<file path="src/design/sca_pkg.sv">
`default_nettype none

package sca_pkg;

    localparam int ADDR_W    = 48;
    localparam int HDR_BYTES = 24;

    localparam logic OP_ALLOC = 1'b0;
    localparam logic OP_FREE  = 1'b1;

    localparam logic [1:0] ST_OK          = 2'd0;
    localparam logic [1:0] ST_NO_PAGE     = 2'd1;
    localparam logic [1:0] ST_NOT_HANDLED = 2'd2;

    // Register index of region_base on the configuration port.
    localparam logic REG_REGION_BASE = 1'b0;

    typedef struct packed {
        logic              opcode;
        logic [15:0]       size_bytes;
        logic [15:0]       align_bytes;
        logic [ADDR_W-1:0] address;
    } req_word_t;

    typedef struct packed {
        logic [1:0]        status;
        logic [ADDR_W-1:0] slot_address;
    } rsp_word_t;

    typedef enum logic [3:0] {
        S_IDLE,
        S_DECODE,
        S_INIT,
        S_RD_HDR,
        S_RD_LINK,
        S_ALLOC_UPD,
        S_UNLINK1,
        S_UNLINK2,
        S_FREE_UPD,
        S_RELINK,
        S_DONE
    } state_t;

    typedef struct packed {
        logic take_item;
        logic decode;
        logic init_step;
        logic rd_hdr;
        logic rd_link;
        logic alloc_upd;
        logic unlink1;
        logic unlink2;
        logic free_upd;
        logic relink;
        logic load_out;
    } cmd_t;

    typedef struct packed {
        logic is_free;
        logic dec_done;
        logic dec_claim;
        logic init_last;
        logic goes_full;
        logic need_relink;
        logic out_free;
    } sts_t;

    // Bin of a small request: highest set bit of (n - 1) >> 2.
    function automatic logic [1:0] bin_of_size(input logic [15:0] n);
        logic [15:0] m;
        logic [1:0]  b;
        m = n - 16'd1;
        if (m[5])
        begin
            b = 2'd3;
        end
        else if (m[4])
        begin
            b = 2'd2;
        end
        else if (m[3])
        begin
            b = 2'd1;
        end
        else
        begin
            b = 2'd0;
        end
        return b;
    endfunction

endpackage

`default_nettype wire

</file>
<file path="src/design/sca_ctrl.sv">
`default_nettype none

module sca_ctrl
    import sca_pkg::*;
(
    input  wire logic clk,
    input  wire logic rst_n,
    input  wire logic req_valid,
    output logic      req_ready,
    input  wire sts_t sts,
    output cmd_t      cmd
);

    state_t state_reg;
    state_t state_next;

    always_ff @(posedge clk or negedge rst_n)
    begin
        if (!rst_n)
        begin
            state_reg <= S_IDLE;
        end
        else
        begin
            state_reg <= state_next;
        end
    end

    always_comb
    begin
        state_next = state_reg;
        cmd        = '0;
        req_ready  = 1'b0;
        case (state_reg)
            S_IDLE:
            begin
                req_ready = 1'b1;
                if (req_valid)
                begin
                    cmd.take_item = 1'b1;
                    state_next    = S_DECODE;
                end
            end
            S_DECODE:
            begin
                cmd.decode = 1'b1;
                if (sts.dec_done)
                begin
                    state_next = S_DONE;
                end
                else if (sts.dec_claim)
                begin
                    state_next = S_INIT;
                end
                else
                begin
                    state_next = S_RD_HDR;
                end
            end
            S_INIT:
            begin
                cmd.init_step = 1'b1;
                if (sts.init_last)
                begin
                    state_next = S_RD_HDR;
                end
            end
            S_RD_HDR:
            begin
                cmd.rd_hdr = 1'b1;
                state_next = S_RD_LINK;
            end
            S_RD_LINK:
            begin
                cmd.rd_link = 1'b1;
                state_next  = sts.is_free ? S_FREE_UPD : S_ALLOC_UPD;
            end
            S_ALLOC_UPD:
            begin
                cmd.alloc_upd = 1'b1;
                state_next    = sts.goes_full ? S_UNLINK1 : S_DONE;
            end
            S_UNLINK1:
            begin
                cmd.unlink1 = 1'b1;
                state_next  = S_UNLINK2;
            end
            S_UNLINK2:
            begin
                cmd.unlink2 = 1'b1;
                state_next  = S_DONE;
            end
            S_FREE_UPD:
            begin
                cmd.free_upd = 1'b1;
                state_next   = sts.need_relink ? S_RELINK : S_DONE;
            end
            S_RELINK:
            begin
                cmd.relink = 1'b1;
                state_next = S_DONE;
            end
            S_DONE:
            begin
                if (sts.out_free)
                begin
                    cmd.load_out = 1'b1;
                    state_next   = S_IDLE;
                end
            end
            default:
            begin
                state_next = S_IDLE;
            end
        endcase
    end

endmodule

`default_nettype wire

</file>
<file path="config.mk">
export PLATFORM = sky130hd
export DESIGN_NAME = sca_ctrl
export DESIGN_NICKNAME = d
export VERILOG_FILES = /design/src/design/sca_pkg.sv /design/src/design/sca_ctrl.sv
export SDC_FILE = /design/constraint.sdc
export NUM_CORES = 1
export LEC_CHECK = 0
export BUFFER_PORTS_ARGS = -buffer_cell sky130_fd_sc_hd__buf_2
export CAP_MARGIN = 25
export CELL_PAD_IN_SITES_DETAIL_PLACEMENT = 1
export CELL_PAD_IN_SITES_GLOBAL_PLACEMENT = 2
export CORE_UTILIZATION = 25
export CTS_CLUSTER_DIAMETER = 100
export CTS_CLUSTER_SIZE = 14
export DETAILED_ROUTE_END_ITERATION = 10
export PLACE_DENSITY_LB_ADDON = 0.1
export SETUP_SLACK_MARGIN = 0.3
export SLEW_MARGIN = 40
export SYNTH_ARGS = -nofsm -noshare
export SYNTH_HDL_FRONTEND = slang
export SYNTH_SLANG_ARGS = --single-unit
</file>
<file path="constraint.sdc">
create_clock -name clk -period 2.9 [get_ports clk]
set_input_delay 0.725 -clock clk [delete_from_list [all_inputs] [get_ports clk]]
set_output_delay 0.725 -clock clk [all_outputs]
set_load 0.01 [all_outputs]
</file>
Yosys cells after proc, flatten, opt, wreduce, memory -nomap -nowiden
Cells that the tools add are included.

storage, ports and cells
  register bits after elaboration = 4
  bits in latches = 0
  bits in writable memories = 0
  ROM bits = 0
  input port bits = 10
  word-level logic and storage cells = 40
  memories kept = 0

cells by class
  $add $sub $neg = 0
  multiply operators = 0
  divide/modulo/power cells = 0
  magnitude comparators = 0
  equality and inequality tests = 13
  shift operators = 0
  multiplexer cells = 23
  bitwise logic cells = 0
  reduce and logical (&&, ||, !) cells = 3

operators by type and width
  kind                number
  $pmux 4 s10         1
  $mux 4              6
  $eq 4x3->1 const B  4
  $mux 1              15
  $eq 4x4->1 const B  3
  $eq 4x2->1 const B  2
  $ne 2x2->1 const B  3
  $eq 4x1->1 const B  1
  $logic_not 4->1     1
  $reduce_and 3->1    1
  $mux 2              1
  $reduce_or 2->1     1

Logic depth before layout (Yosys ltp)
  depth in word-level cells = 3
  depth in mapped cells = 4
  depth with buffers taken out = 3

Least setup slack after synthesis
No wires, ideal clock.

  path type = flip-flop to output port
  start = register state_reg[3]
  end = output port cmd[10] (netlist name)
  arrival = 1.341 ns
  path slack = 0.834 ns
  cell stages (with the launch flop) = 4
  path buffers = 1
  cell sequence = dfrtp_1 buf_6 nor4_1 and2_1

RTL lines
  item                    RTL line        RTL
  start, declared         sca_ctrl.sv:14  state_t state_reg;
  start signal, assigned  sca_ctrl.sv:25  state_reg <= state_next;
  end, declared           sca_ctrl.sv:11  output cmd_t cmd

==> impl_metrics.tcl <==
set metrics [dict create \
    power.density_nw_per_um2 960 \
    critPathKind "register to output port" \
    die_x_um 45.8 \
    status "completed" \
    setup-tns-final_ns 0 \
    reg2reg_slack_ns 1.39 \
    synth_nets 68 \
    rows 15 \
    hold-worst-slack_ns 0.290 \
    r2r_end "state_reg[0]" \
    synth_ff_type "dfrtp_1" \
    maxCapViolCount 0 \
    pin_count 22 \
    power_mw 0.576 \
    synth.avg_cell_area_um2 8.28 \
    dp_hpwl_um 937 \
    cts_setup_buffers 0 \
    slowest_delay_ns 0.56 \
    netlist_instances 58 \
    leakage_nw 0.283 \
    slew_headroom_pct 63.2 \
    insertion_delay_ns 0.23 \
    grt_pass1_wl_um 2020 \
    grt_overflow 0 \
    hp-class "input pin to asynchronous set/reset pin" \
    drt-pass1-iter-count 4 \
    end_kind "output port" \
    crit_chain "nor4_1 -> and2_1 -> buf_2" \
    core_um2 1760 \
    final_cell_mix "21 x buf_2, 9 x nor2_1, 5 x nand2_1" \
    grt_pass1_vias 463 \
    track_usage_pct 13.5 \
    drc 0 \
    r2r_start "state_reg[2]" \
    synth_seq_area_share_pct 20.8 \
    drt-initial-drc-count 3 \
    critPathMaxFanout 15 \
    fin_ws_ns 0.582 \
    critPathBufInv 1 \
    hold_buffers 0 \
    diodes 0 \
    crit_cells 3 \
    synth-async-reset-ratio_pct 100 \
    critPathLaunch "state_reg[1]" \
    synth_area_um2 480 \
    clock-skew-final_ns 0.000949 \
    finalHoldViolCount 0 \
    max_freq_ghz 0.431 \
    synthDistinctLibCells 32 \
    vdd_drop_max_uv 440 \
    place_ws_ns 0.816 \
    endpoint "cmd[10]" \
    ctsRootBufferMaster "clkbuf_4" \
    detail-route-antenna-nets 0 \
    clock_path_buffers 2 \
    dieArea_um2 2100 \
    largest_reg_flops 4 \
    ctsResizeCount 0 \
    synth_edf_count 0 \
    numCtsBuffers 3 \
    fin_nets 90 \
    avgViaCountPerCell 4.73 \
    slowest_stage "dfrtp_1" \
    cp.arrival_ns 1.59 \
    ys_ff_latch 4 \
    area_growth_pct 25.0 \
    htreeDepth 1 \
    grt_max_degree 16 \
    routedWlPerCell_um 11.6 \
    cts_tree "built" \
    io_buffers 21 \
    dr_total_vias 487 \
    die_height_um 45.8 \
    routabilityCongestion 0.737 \
    ys_warn_count 0 \
    wirelength_um 1200 \
    drive_gt1_share_pct 39.7 \
    cp.required_ns 2.17 \
    cts_sinks 4 \
    crit_family "simple AND/OR/NAND/NOR gates" \
    clk_pin_slew_ns 0.04 \
    mostFrequentLayoutCell "buf_2" \
    rsz0062_at_grt "false" \
    worst_pin_slew_ns 0.552 \
    maxSlewViolCount 0 \
    antenna_found_initial 0 \
    fin_crit_sh_pct 79.9 \
    min_period_ns 2.32 \
    setup_viol 0 \
    critPathLaunchType "register" \
    reg2reg_depth 3 \
    initial_core_util_pct 27.2 \
]
-- routing by layer --
metal	up-vias	GRT usage [%]	part of all wire [%]
met4	0	7.06	0
met5	-	0	0
met3	0	1.19	4.3
met1	226	18.8	51
met2	14	20.3	45
li1	247	-	-
-- Yosys cell counts, types with 2 or more instances --
library cell | count | area [um^2]
nor2_1 | 9 | 33.8
dfrtp_1 | 4 | 100
nand2_1 | 5 | 18.8
nand2b_1 | 2 | 12.5
buf_6 | 3 | 33.8
nor3_1 | 3 | 15.0
inv_1 | 4 | 15.0
nor2b_1 | 4 | 25.0
-- area by class of cell --
type / count / area (um^2)
repair buffers: 21 / 105
multi-input cells: 45 / 323
clock buffers: 3 / 22.5
fillers: 240 / 1160
well taps: 25 / 31.3
inverters: 5 / 18.8
flip-flops and latches: 4 / 100
-- kinds of logic after synthesis --
kind of cell | Yosys count | synth area share, %
simple gates | 31 | 38.8
compound gates | 13 | 26.6
buf+inv | 9 | 12.0
flops | 4 | 20.8
xor+xnor | 1 | 1.82
-- through the flow --
stage	instance area [um^2]	cells	util, %
2_1_floorplan	480	58	-
3_3_place_gp	578	100	32.8
3_5_place_dp	578	100	32.8
4_1_cts	601	103	34.0
5_1_grt	601	103	34.0
6_report	601	103	34.0
-- worst register-to-register path, delay by kind of cell (launching register included) --
family / cells / cell delay (ns)
AOI/OAI and AO/OA: 2 / 0.41
DFF: 1 / 0.68
and+or+nand+nor: 1 / 0.33
-- power breakdown --
part	internal (mW)	switching (mW)	leakage (nW)	total [mW]
registers	0.0804	0.107	0.0492	0.188
logic	0.162	0.161	0.220	0.323
clock network	0.0461	0.0196	0.0138	0.0657
-- worst min path at each step --
stage,start,to,slack (ns),cells after the start
after floorplan,rst_n,state_reg[0],0.43,0
after global placement,rst_n,state_reg[0],0.53,1
after detailed placement,rst_n,state_reg[2],0.53,1
after CTS,rst_n,state_reg[3],0.28,1
after global routing,rst_n,state_reg[0],0.29,1
final,rst_n,state_reg[2],0.29,1
Power figures use the tool's default switching activity.
